### config.mk
export PLATFORM = sky130hd
export DESIGN_NAME = scmrc_out_fifo
export DESIGN_NICKNAME = d
export VERILOG_FILES = /design/src/rtl/scmrc_pkg.sv /design/src/rtl/scmrc_out_fifo.sv
export SDC_FILE = /design/constraint.sdc
export NUM_CORES = 1
export LEC_CHECK = 0
export ABC_AREA = 0
export ABC_CLOCK_PERIOD_IN_PS = 7500
export BUFFER_PORTS_ARGS = -buffer_cell sky130_fd_sc_hd__buf_2
export CAP_MARGIN = 20
export CORE_ASPECT_RATIO = 0.75
export CORE_MARGIN = 2
export CORE_UTILIZATION = 55
export CTS_CLUSTER_SIZE = 25
export DETAILED_ROUTE_END_ITERATION = 10
export GPL_TIMING_DRIVEN = 1
export PLACE_DENSITY = 0.76
export SYNTH_ARGS = -nofsm -noshare
export SYNTH_HDL_FRONTEND = slang
export SYNTH_SLANG_ARGS = --single-unit
### constraint.sdc
create_clock -name i_clk -period 7.5 [get_ports i_clk]
set_input_delay 0.75 -clock i_clk [delete_from_list [all_inputs] [get_ports i_clk]]
set_output_delay 0.75 -clock i_clk [all_outputs]
set_load 0.01 [all_outputs]
### src/rtl/scmrc_pkg.sv
// ----------------------------------------------------------------------------
// scmrc_pkg
// shared types and constants for the sync channel compensation and combiner
// ----------------------------------------------------------------------------
`default_nettype none

package scmrc_pkg;

    // subcarriers held in the combine store
    localparam int SUBCARRIERS = 62;
    localparam int SC_W        = 6;

    // q15 scaling of every product
    localparam int QSHIFT = 15;

    // output buffer depth, also the bound on items in flight
    localparam int OBUF_DEPTH = 8;
    localparam int OBUF_AW    = $clog2(OBUF_DEPTH);
    localparam int OBUF_CW    = OBUF_AW + 1;

    // stream widths
    localparam int S_TDATA_W = 168;
    localparam int M_TDATA_W = 72;
    localparam int ANT_W     = 2;

    // packed complex q15 value, real part in the low half
    typedef struct packed {
        logic signed [15:0] im;
        logic signed [15:0] re;
    } t_cplx;

    // one result item, subcarrier in the low bits
    typedef struct packed {
        t_cplx            comp_sec_b;
        t_cplx            comp_sec_a;
        logic [SC_W-1:0]  subcarrier_out;
    } t_out_item;

    // output buffer status
    typedef struct packed {
        logic               empty;
        logic               full;
        logic [OBUF_CW-1:0] count;
    } t_obuf_stat;

    // wrapped 16-bit part of (p >>> QSHIFT) for a 32-bit product
    function automatic logic [15:0] q15_hi32(input logic signed [31:0] p);
        q15_hi32 = p[QSHIFT +: 16];
    endfunction

    // wrapped 16-bit part of (p >>> QSHIFT) for a 33-bit product
    function automatic logic [15:0] q15_hi33(input logic signed [32:0] p);
        q15_hi33 = p[QSHIFT +: 16];
    endfunction

endpackage

`default_nettype wire

### src/rtl/scmrc_out_fifo.sv
// ----------------------------------------------------------------------------
// scmrc_out_fifo
// small result buffer between the compute pipeline and the output stream
// ----------------------------------------------------------------------------
`default_nettype none

module scmrc_out_fifo (
    input  wire                     i_clk,
    input  wire                     i_rst_n,
    input  wire                     i_push,
    input  scmrc_pkg::t_out_item    i_push_item,
    input  wire                     i_pop,
    output scmrc_pkg::t_out_item    o_head_item,
    output scmrc_pkg::t_obuf_stat   o_stat
);

    scmrc_pkg::t_out_item                r_buf [0:scmrc_pkg::OBUF_DEPTH-1];
    logic [scmrc_pkg::OBUF_AW-1:0]       r_wr_ptr;
    logic [scmrc_pkg::OBUF_AW-1:0]       r_rd_ptr;
    logic [scmrc_pkg::OBUF_CW-1:0]       r_count;

    always_ff @(posedge i_clk) begin
        if (i_push) begin
            r_buf[r_wr_ptr] <= i_push_item;
        end
    end

    always_ff @(posedge i_clk) begin
        if (!i_rst_n) begin
            r_wr_ptr <= '0;
            r_rd_ptr <= '0;
            r_count  <= '0;
        end else begin
            if (i_push) begin
                r_wr_ptr <= r_wr_ptr + 1'b1;
            end
            if (i_pop) begin
                r_rd_ptr <= r_rd_ptr + 1'b1;
            end
            case ({i_push, i_pop})
                2'b10:   r_count <= r_count + 1'b1;
                2'b01:   r_count <= r_count - 1'b1;
                default: r_count <= r_count;
            endcase
        end
    end

    assign o_head_item  = r_buf[r_rd_ptr];
    assign o_stat.empty = (r_count == '0);
    assign o_stat.full  = (r_count == scmrc_pkg::OBUF_CW'(scmrc_pkg::OBUF_DEPTH));
    assign o_stat.count = r_count;

endmodule

`default_nettype wire

* After elaboration in Yosys (flattened, before gate mapping)
Memories as Yosys holds them, arrays and structs flattened. A register that Yosys moved wholly into a read port is not among the register bits. Index checks and enable logic that the tools add are counted.
Word-level totals: RAM bits 560, memories kept 1, output and inout bits 76, register bits after elaboration 10, input bits 74
Memories:
- r_buf | depth 8, width 70, read ports 1, clocked after Yosys merged registers in 1, wr ports 1, RTL line scmrc_out_fifo.sv:17 | scmrc_pkg::t_out_item r_buf [0:scmrc_pkg::OBUF_DEPTH-1];
Cells by class: equality and inequality tests 3, muxes and demuxes 5, reductions and logical operators 2, add/subtract/negate cells 4
Operator list (number):
- 4-bit case mux with 2 select lines | 1
- 3-bit by 1-bit adder with 3-bit output, second input constant | 2
- 3-bit two-way mux | 2
- 4-bit by 1-bit adder with 4-bit output, second input constant | 1
- 4-bit equality test, second input constant | 1
- 4-bit logical NOT | 1
- 4-bit by 1-bit subtractor with 4-bit output, second input constant | 1
- 2-bit by 1-bit equality test with 1-bit output, second input constant | 1
- 2-bit equality test, second input constant | 1
- 1-bit two-way mux | 2
- 2-bit nonzero test | 1

* Depth between registers and ports, before layout
Gate-level depths: netlist of run 1.
word-level depth 3, depth in mapped cells 8

* Worst setup path before layout of run 1
No wires, ideal clock.
path kind input -> register, start input i_push, end memory r_buf[0][0] in the netlist's numbering, enable pin, path buffers 0, data required time 6916 ps, cell stages on the path 2, arrival 5597 ps, slack 1319 ps, library setup time 584 ps, cell sequence nand2b_1 nor3_1
Between the ends: longest elaborated chain between the ends 2
Ends and longest elaborated chain:
- from (decl) | RTL line scmrc_out_fifo.sv:10 | input wire i_push,
- 1-bit two-way mux | RTL line scmrc_out_fifo.sv:23 | if (i_push) begin
- 1-bit two-way mux (implied by the code) | RTL line scmrc_out_fifo.sv:24 | r_buf[r_wr_ptr] <= i_push_item;
- to (decl) | RTL line scmrc_out_fifo.sv:17
Every way passes these cells.

==> results.toml, run 1 <==
[pwr]
switching_share = 0.209
power_density_nw_per_um2 = 274
intPower_mw = 5.35
power_mw = 6.77
power_frac_clock = 0.380
p_seq_frac = 0.539
switchingPower_mw = 1.42
p_comb_frac = 0.081
peakVddDrop_v = 0.000187
power.leakage_nw = 7.90

[worst_setup_path]
endpoint_kind = "primary output"
critPathLaunchType = "register"
worstSetupPathType = "register to primary output"
worst-r2r-cell-count = 3
critPathMaxFanout = 46
cp.arrival_ns = 3.35
crit_required_ns = 6.75

[cells_and_area]
multi_input_comb_area_sq_um = 4380
fillers = 2515
post-route-util = 0.641
drive_above_1_share = 0.418
final_cells = 1620
areaGrowthSynthToFinish_pct = 14.0
finalNetCount = 1139
ff_latch_area_sq_um = 17100
stdcell_area_sq_um = 24700

[clock_network]
cts_buffers = 53
clk_pin_slew_ns = 0.06
cts_root_buffer = "clkbuf_16"
cts_max_level = 2
post_cts_resize_count = 0
clock_path_buffers = 3
clkLatencyLatePin_ns = 0.57
cts_tree = "done"
postCtsSetupBuffers = 0
clock_sinks = 573
holdBufCountCts = 0

[detailed_routing]
antenna_left = 0
dr.pass1.iters = 7
vias_per_cell = 5.92
drc = 0
num_vias = 9591
wl_um = 40300
dr.first_iter.drc_count = 756
routedWlPerCell_um = 24.9

[floorplanning]
ios = 150
dieArea_sq_um = 41000
core_sq_um = 38600
start_util = 0.562
row_count = 62
fp.dieW_um = 233
die_h_um = 176

[yosys]
ys_seq_area_frac = 0.788
synth_cell_types = 27
synth_edf_count = 560
synth.most_common_cell = "edfxtp_1"
synth_seq_cells = 573
synthesis.instances = 881
netlist_area_sq_um = 21700
synth_common_cells = "560 x edfxtp_1, 140 x mux4_2, 71 x mux2_2"
ys.flop_type = "edfxtp_1"
syn_nets = 960
syn_area_per_cell_sq_um = 24.6
synth_top_cell_area_share = 0.776
yosysTopAreaCell = "edfxtp_1"
synthArstFlopShare = 0
yosys_warnings = 0
ys_top_cells_by_area = "edfxtp_1 78%, mux4_2 15%, mux2_2 3.7%"

[sta]
hold_viol = 0
setup_tns_ns = 0
relSlewSlack = 0.317
post-route-min-period_ns = 4.10
tightest_slew_ns = 1.02
fmax_mhz = 244
holdWs_ns = 0.447
finalCritPeriodShare = 0.546
setup_violations = 0
rsz0062_at_grt = "no"
finClkSkew_ns = 0.0179
timing.final.ws_setup_ns = 3.40
slew_viol_final = 0

[worst_hold_path]
whs_path_depth = 1
holdCritPathClass = "input pin to register"

[placed_design]
hpwl_um = 21600
place_congestion = 0.726
dpl.cell_count = 1516
dp_slack_ns = 3.87
placed_area_sq_um = 23000
port-buffer-count = 149

[status]
status = "complete, no violations"

[global_routing]
grt_pass1_vias = 10100
grt_pass1_wl_um = 61300
grt-ovfl-total = 0
grt_usage = 0.202
grt_max_degree = 62
antenna_found_initial = 8

[flow_run]
cap_violations = 0
placed cells by master, fill, tap and decap left out:
cell         n
a21boi_0     1
a21oi_1      1
a41oi_1      1
and2_1       6
buf_16       1
buf_2      149
buf_4       17
bufinv_16    3
clkbuf_1    14
clkbuf_16   56
clkbuf_8     1
clkinv_1    12
clkinv_2    10
clkinv_4     1
dfxtp_1     10
dfxtp_4      3
diode_2      4
edfxtp_1   560
ha_1         5
inv_1        1
inv_6        2
mux2_2      71
mux2i_1      4
mux4_2     140
nand2_1      6
nand2b_1     4
nor2_4       6
nor2b_1      3
nor3_1       1
nor3_2       2
nor4_1       1
nor4b_1      2
o21ai_0      1
o41ai_1      1
or3_1        1
xnor2_1      3
xor2_1       4
kinds of logic (layout without fill, tap and decap cells):
kind of cell	Yosys count	in the layout	share of synthesized area
multiplexers	215	215	0.184
XOR/XNOR	7	7	0.00283
flip-flops	573	573	0.788
other	0	4	0
AO/OA/AOI/OAI	5	5	0.00162
buffers and inverters	44	267	0.0122
AND/OR/NAND/NOR	32	32	0.00791
adder cells (fa/ha/maj)	5	5	0.00289
power groups by stage:
stage	clock network [mW]	registers (mW)	logic (mW)
final	2.57	3.65	0.551
after global placement	0	3.71	0.550
after detailed placement	0	3.72	0.557
after global routing	2.75	3.65	0.599
after floorplan	0	3.70	0.380
after CTS	2.63	3.65	0.561
worst paths after layout:
check | from | endpoint | slack (ns)
setup / recovery | register | o_head_item[61] | 3.40
hold / removal | i_push_item[11] | r_buf[0][11] | 0.45
setup reg to reg | r_wr_ptr[0] | r_buf[7][44] | 4.79
hold reg to reg | r_count[3] | r_count[3] | 0.50
final cells by class:
cell class | count | area share
Clock buffer | 71 | 0.0594
Sequential cell | 573 | 0.692
Inverter | 1 | 0.000152
Clock inverter | 28 | 0.00856
Timing Repair Buffer | 167 | 0.0365
Multi-Input combinational cell | 264 | 0.177
Tap cell | 512 | 0.0259
Antenna cell | 4 | 0.000405
flip-flops by register name, summed over array words and instances (netlist names), named ones only:
register and cells:
r_rd_ptr 3, r_buf 560, r_wr_ptr 3, r_count 4
per-layer routing:
layer  part of all wire  GRT usage  wire (um)
met2               0.49      0.325      19700
met1               0.43      0.292      17300
met3              0.067     0.0456       2700
met4              0.013     0.0390        519
met5             0.0013          0         52
worst max-delay path, stage by stage, from the launching register on:
cell     delay, ns
dfxtp_4       0.79
buf_4         0.83
mux4_2        0.62
mux2_2        0.28
buf_2         0.16
No activity file was read; power rests on OpenSTA's default activity.
==> run 2: changes to the inputs <==
ABC_CLOCK_PERIOD_IN_PS = 3900   (was 7500)
clock period = 3.9 ns   (was 7.5 ns; I/O delays follow)
==> run 2 against run 1 <==
Against the previous run: first-iteration DRC count fell by 3.4%; non-clock buffer count rose by 7; sequential share of layout area fell by 0.43 points.
==> results.toml, run 2 (same netlist as run 1, synthesis figures left out) <==
[floorplanning]
row_count = 62
core_sq_um = 38600
die_h_um = 176
fp.dieW_um = 233
start_util = 0.562
dieArea_sq_um = 41000
ios = 150

[clock_network]
clock_path_buffers = 3
holdBufCountCts = 0
clk_pin_slew_ns = 0.06
clock_sinks = 573
cts_tree = "done"
cts_buffers = 53
clkLatencyLatePin_ns = 0.57
cts_root_buffer = "clkbuf_16"
post_cts_resize_count = 0
postCtsSetupBuffers = 0
cts_max_level = 2

[placed_design]
place_congestion = 0.713
port-buffer-count = 149
placed_area_sq_um = 23200
dpl.cell_count = 1523
hpwl_um = 22200

[sta]
holdWs_ns = 0.0827
hold_viol = 0
finalCritPeriodShare = 0.801
finClkSkew_ns = 0.0232
setup_violations = 0
fmax_mhz = 320
slew_viol_final = 0
relSlewSlack = 0.427
post-route-min-period_ns = 3.12
tightest_slew_ns = 0.859
rsz0062_at_grt = "no"

[detailed_routing]
drc = 0
vias_per_cell = 5.88
routedWlPerCell_um = 25.1
wl_um = 40800
num_vias = 9568
antenna_left = 0
dr.pass1.iters = 5
dr.first_iter.drc_count = 730

[worst_setup_path]
crit_required_ns = 3.51
critical_path_buf_inv_count = 2
cp_cell_sequence = "buf_12 > mux4_2 > mux2_2 > buf_2"
cp.arrival_ns = 2.73
cp_top_family = "multiplexers"
critPathLaunchType = "register"
max_stage_delay_ns = 0.73
critPathMaxFanout = 43
endpoint_kind = "primary output"
cpMaxStageDelayCell = "dfxtp_4"
worstSetupPathType = "register to primary output"

[cells_and_area]
largest_reg_flops = 560
finalNetCount = 1146
largest_register = "r_buf"
areaGrowthSynthToFinish_pct = 14.7
drive_above_1_share = 0.423
final_cells = 1626
reg.largest.list = "r_buf: 560 flops, r_count: 4 flops"
multi_input_comb_area_sq_um = 4390
final_cell_mix = "560 x edfxtp_1, 149 x buf_2, 140 x mux4_2"
final_common_cell = "edfxtp_1"
fillers = 2512
ff_latch_area_sq_um = 17100
stdcell_area_sq_um = 24900

[status]
status = "complete, no violations"

[global_routing]
grt-ovfl-total = 0
grt_max_degree = 55
antenna_found_initial = 5
grt_usage = 0.202
grt_pass1_wl_um = 61100
grt_pass1_vias = 10100

[pwr]
power_mw = 13.0
peakVddDrop_v = 0.000345
power_density_nw_per_um2 = 524
power.leakage_nw = 7.95

[worst_hold_path]
holdCritPathClass = "input pin to register"

[flow_run]
cap_violations = 0
## run 2: worst register-to-register path: cells and delay by family, from the launching register on
family / cells / cell delay, ns
buf+inv: 1 / 0.67
simple gates: 2 / 0.35
flops: 1 / 0.53
## run 2: cell type report
type,instances,area share
Inverter,1,0.000151
Clock buffer,67,0.0575
Multi-Input combinational cell,264,0.177
Timing Repair Buffer,174,0.0429
Tap cell,512,0.0258
Antenna cell,4,0.000403
Clock inverter,31,0.00906
Sequential cell,573,0.688
## run 2: per-layer routing
layer	up-vias	share of wire	track usage
met5	-	0.00029	0
met4	2	0.015	0.0456
met3	61	0.055	0.0373
met2	253	0.48	0.318
met1	5121	0.45	0.302
li1	4131	-	-
## run 2: report_power, final
group	total (mW)	internal (mW)	switching [mW]	leakage, nW
combinational	1.09	0.550	0.544	1.94
sequential	7.02	6.92	0.0917	5.20
clock	4.91	2.78	2.13	0.816
## run 2: path summary, 6_finish.rpt
| check | startpoint | to | slack, ns | cells after the start |
|---|---|---|---|---|
| max | register | o_head_item[33] | 0.78 | 4 |
| min | i_push_item[32] | r_buf[5][32] | 0.08 | 1 |
| max reg2reg | r_wr_ptr[0] | r_buf[7][66] | 1.92 | 3 |
| min reg2reg | r_count[3] | r_count[3] | 0.50 | 2 |
## run 2: stage by stage
step / setup TNS [ns] / utilization / setup slack (ns)
final: 0 / 0.645 / 0.776
after global routing: 0 / 0.644 / 0.603
after CTS: 0 / 0.644 / 0.670
after detailed placement: 0 / 0.601 / 1.29
after global placement: 0 / 0.601 / 1.32
after floorplan: -26.58 / - / -0.0752
==> run 3: changes to the inputs <==
ABC_AREA = 1   (was 0)
ABC_CLOCK_PERIOD_IN_PS = 2970   (was 3900)
clock period = 2.97 ns   (was 3.9 ns; I/O delays follow)
==> run 3 against run 2 <==
Against the previous run: count of clock-buffer cells in the layout fell by 9; cell area rose by 5.6%; synthesized area rose by 3.3%; cell count rose by 49%; die area rose by 3.3%; total power rose by 38%; clock power rose by 46%; worst setup slack got worse by 0.52 ns; largest cell class unchanged; largest power group unchanged; highest routed layer is now met4.
==> results.toml, run 3 <==
[status]
status = "complete, no violations"

[worst_setup_path]
crit_required_ns = 2.67
critical_path_buf_inv_count = 2
max_stage_delay_ns = 0.54
critPathLaunchType = "register"
critPathMaxFanout = 154
cp.arrival_ns = 2.42
crit_path_frequent_cell = "nand2_1"
cp_cell_sequence = "buf_12 > o21ai_0 > o22ai_1 > nand2_1 > nand2_1 > buf_2"
worstSetupPathType = "register to primary output"
cp_top_family = "buffers and inverters"
cpMaxStageDelayCell = "buf_12"
endpoint_kind = "primary output"

[yosys]
ys.flop_type = "edfxtp_1"
synth_common_cells = "560 x edfxtp_1, 293 x nor2_1, 226 x nand2_1"
synth_top_cell_area_share = 0.751
synth_cell_types = 23
syn_area_per_cell_sq_um = 13.5
synthArstFlopShare = 0
synth_seq_cells = 573
ys_seq_area_frac = 0.763
synthesis.instances = 1661
ys_top_cells_by_area = "edfxtp_1 75%, o21ai_0 5.0%, nor2_1 4.9%"
yosysTopAreaCell = "edfxtp_1"
syn_nets = 1740
synth.most_common_cell = "edfxtp_1"
synth_edf_count = 560
yosys_warnings = 0
netlist_area_sq_um = 22400

[cells_and_area]
post-route-util = 0.659
areaGrowthSynthToFinish_pct = 17.2
finalNetCount = 1935
final_cells = 2422
final_cell_mix = "560 x edfxtp_1, 285 x nor2_1, 226 x nand2_1"
largest_register = "r_buf"
largest_reg_flops = 560
final_common_cell = "edfxtp_1"
drive_above_1_share = 0.140
reg.largest.list = "r_buf: 560 flops, r_count: 4 flops"

[pwr]
power_mw = 18.0
peakVddDrop_v = 0.000566
power.leakage_nw = 9.16
power_density_nw_per_um2 = 686

[global_routing]
grt-ovfl-total = 0
grt_pass1_vias = 13300
grt_pass1_wl_um = 73400
antenna_found_initial = 4
grt_max_degree = 155
grt_usage = 0.225

[detailed_routing]
vias_per_cell = 5.62
drc = 0
wl_um = 47200
num_vias = 13600
dr.pass1.iters = 7
dr.first_iter.drc_count = 1318
routedWlPerCell_um = 19.5
antenna_left = 0

[floorplanning]
core_sq_um = 39800
start_util = 0.562
die_h_um = 179
dieArea_sq_um = 42400
row_count = 63
fp.dieW_um = 237
ios = 150

[clock_network]
clock_path_buffers = 3
post_cts_resize_count = 0
cts_tree = "done"
clkLatencyLatePin_ns = 0.58
postCtsSetupBuffers = 0
cts_root_buffer = "clkbuf_16"
cts_buffers = 52
clk_pin_slew_ns = 0.06
holdBufCountCts = 66
clock_sinks = 573
cts_max_level = 2

[sta]
rsz0062_at_grt = "no"
finClkSkew_ns = 0.0198
tightest_slew_ns = 0.774
relSlewSlack = 0.484
hold_viol = 0
fmax_mhz = 368
holdWs_ns = 0.0278
finalCritPeriodShare = 0.914
slew_viol_final = 0
post-route-min-period_ns = 2.71
setup_violations = 0

[placed_design]
port-buffer-count = 149
hpwl_um = 23700
dpl.cell_count = 2256
place_congestion = 0.756

[worst_hold_path]
holdCritPathClass = "input pin to register"

[flow_run]
cap_violations = 0
-- run 3: cell count changes after synthesis, sizes merged, moves of 66 or more --
cell	delta
mux2	-71
mux2i	+66
mux4	-140
nand2	+220
nor2	+287
o21ai	+286
o22ai	+70
-- run 3: final cells by class --
class | instances | area (sq um)
antenna | 5 | 12.5
clock buffer | 58 | 1350
clock inverter | 37 | 500
fill | 2819 | 13600
inverter | 17 | 68.8
multi-input combinational | 971 | 4760
sequential | 573 | 17100
tap | 520 | 651
timing repair buffer | 241 | 1830
-- run 3: worst paths after layout --
| path | start | to | slack [ns] | cells past startpoint |
|---|---|---|---|---|
| max | register | o_head_item[18] | 0.26 | 6 |
| min | i_pop | register | 0.03 | 2 |
| max reg2reg | r_wr_ptr[0] | r_buf[3][7] | 1.14 | 3 |
| min reg2reg | r_rd_ptr[2] | register | 0.51 | 2 |
-- run 3: logic make-up after synthesis --
logic type / count (synthesis) / share of synthesized area
flops: 573 / 0.763
compound gates: 367 / 0.0860
simple gates: 526 / 0.0886
xor+xnor: 3 / 0.00117
fa+ha+maj: 5 / 0.00279
buf+inv: 117 / 0.0274
mux: 70 / 0.0313
-- run 3: per-stage QoR --
| step | TNS (ns) | setup WS, ns | instance area, sq um |
|---|---|---|---|
| 5_1_grt | 0 | 0.0939 | 26200 |
| 2_1_floorplan | -321.15 | -1.15 | 22400 |
| 6_report | 0 | 0.256 | 26200 |
| 3_5_place_dp | 0 | 0.886 | 23700 |
| 3_3_place_gp | 0 | 0.880 | 23700 |
| 4_1_cts | 0 | 0.261 | 26200 |
-- run 3: report_power, final --
group          internal, mW  total (mW)  leakage (nW)  switching (mW)
registers              9.07        9.13          5.20          0.0606
logic                 0.601        1.70          3.07            1.10
clock network          4.37        7.19         0.893            2.82
-- run 3: layer usage --
layer,global-route usage,routed length (um)
met5,0,0
met4,0.0643,1010
met1,0.316,20300
met3,0.0366,2980
met2,0.371,22800
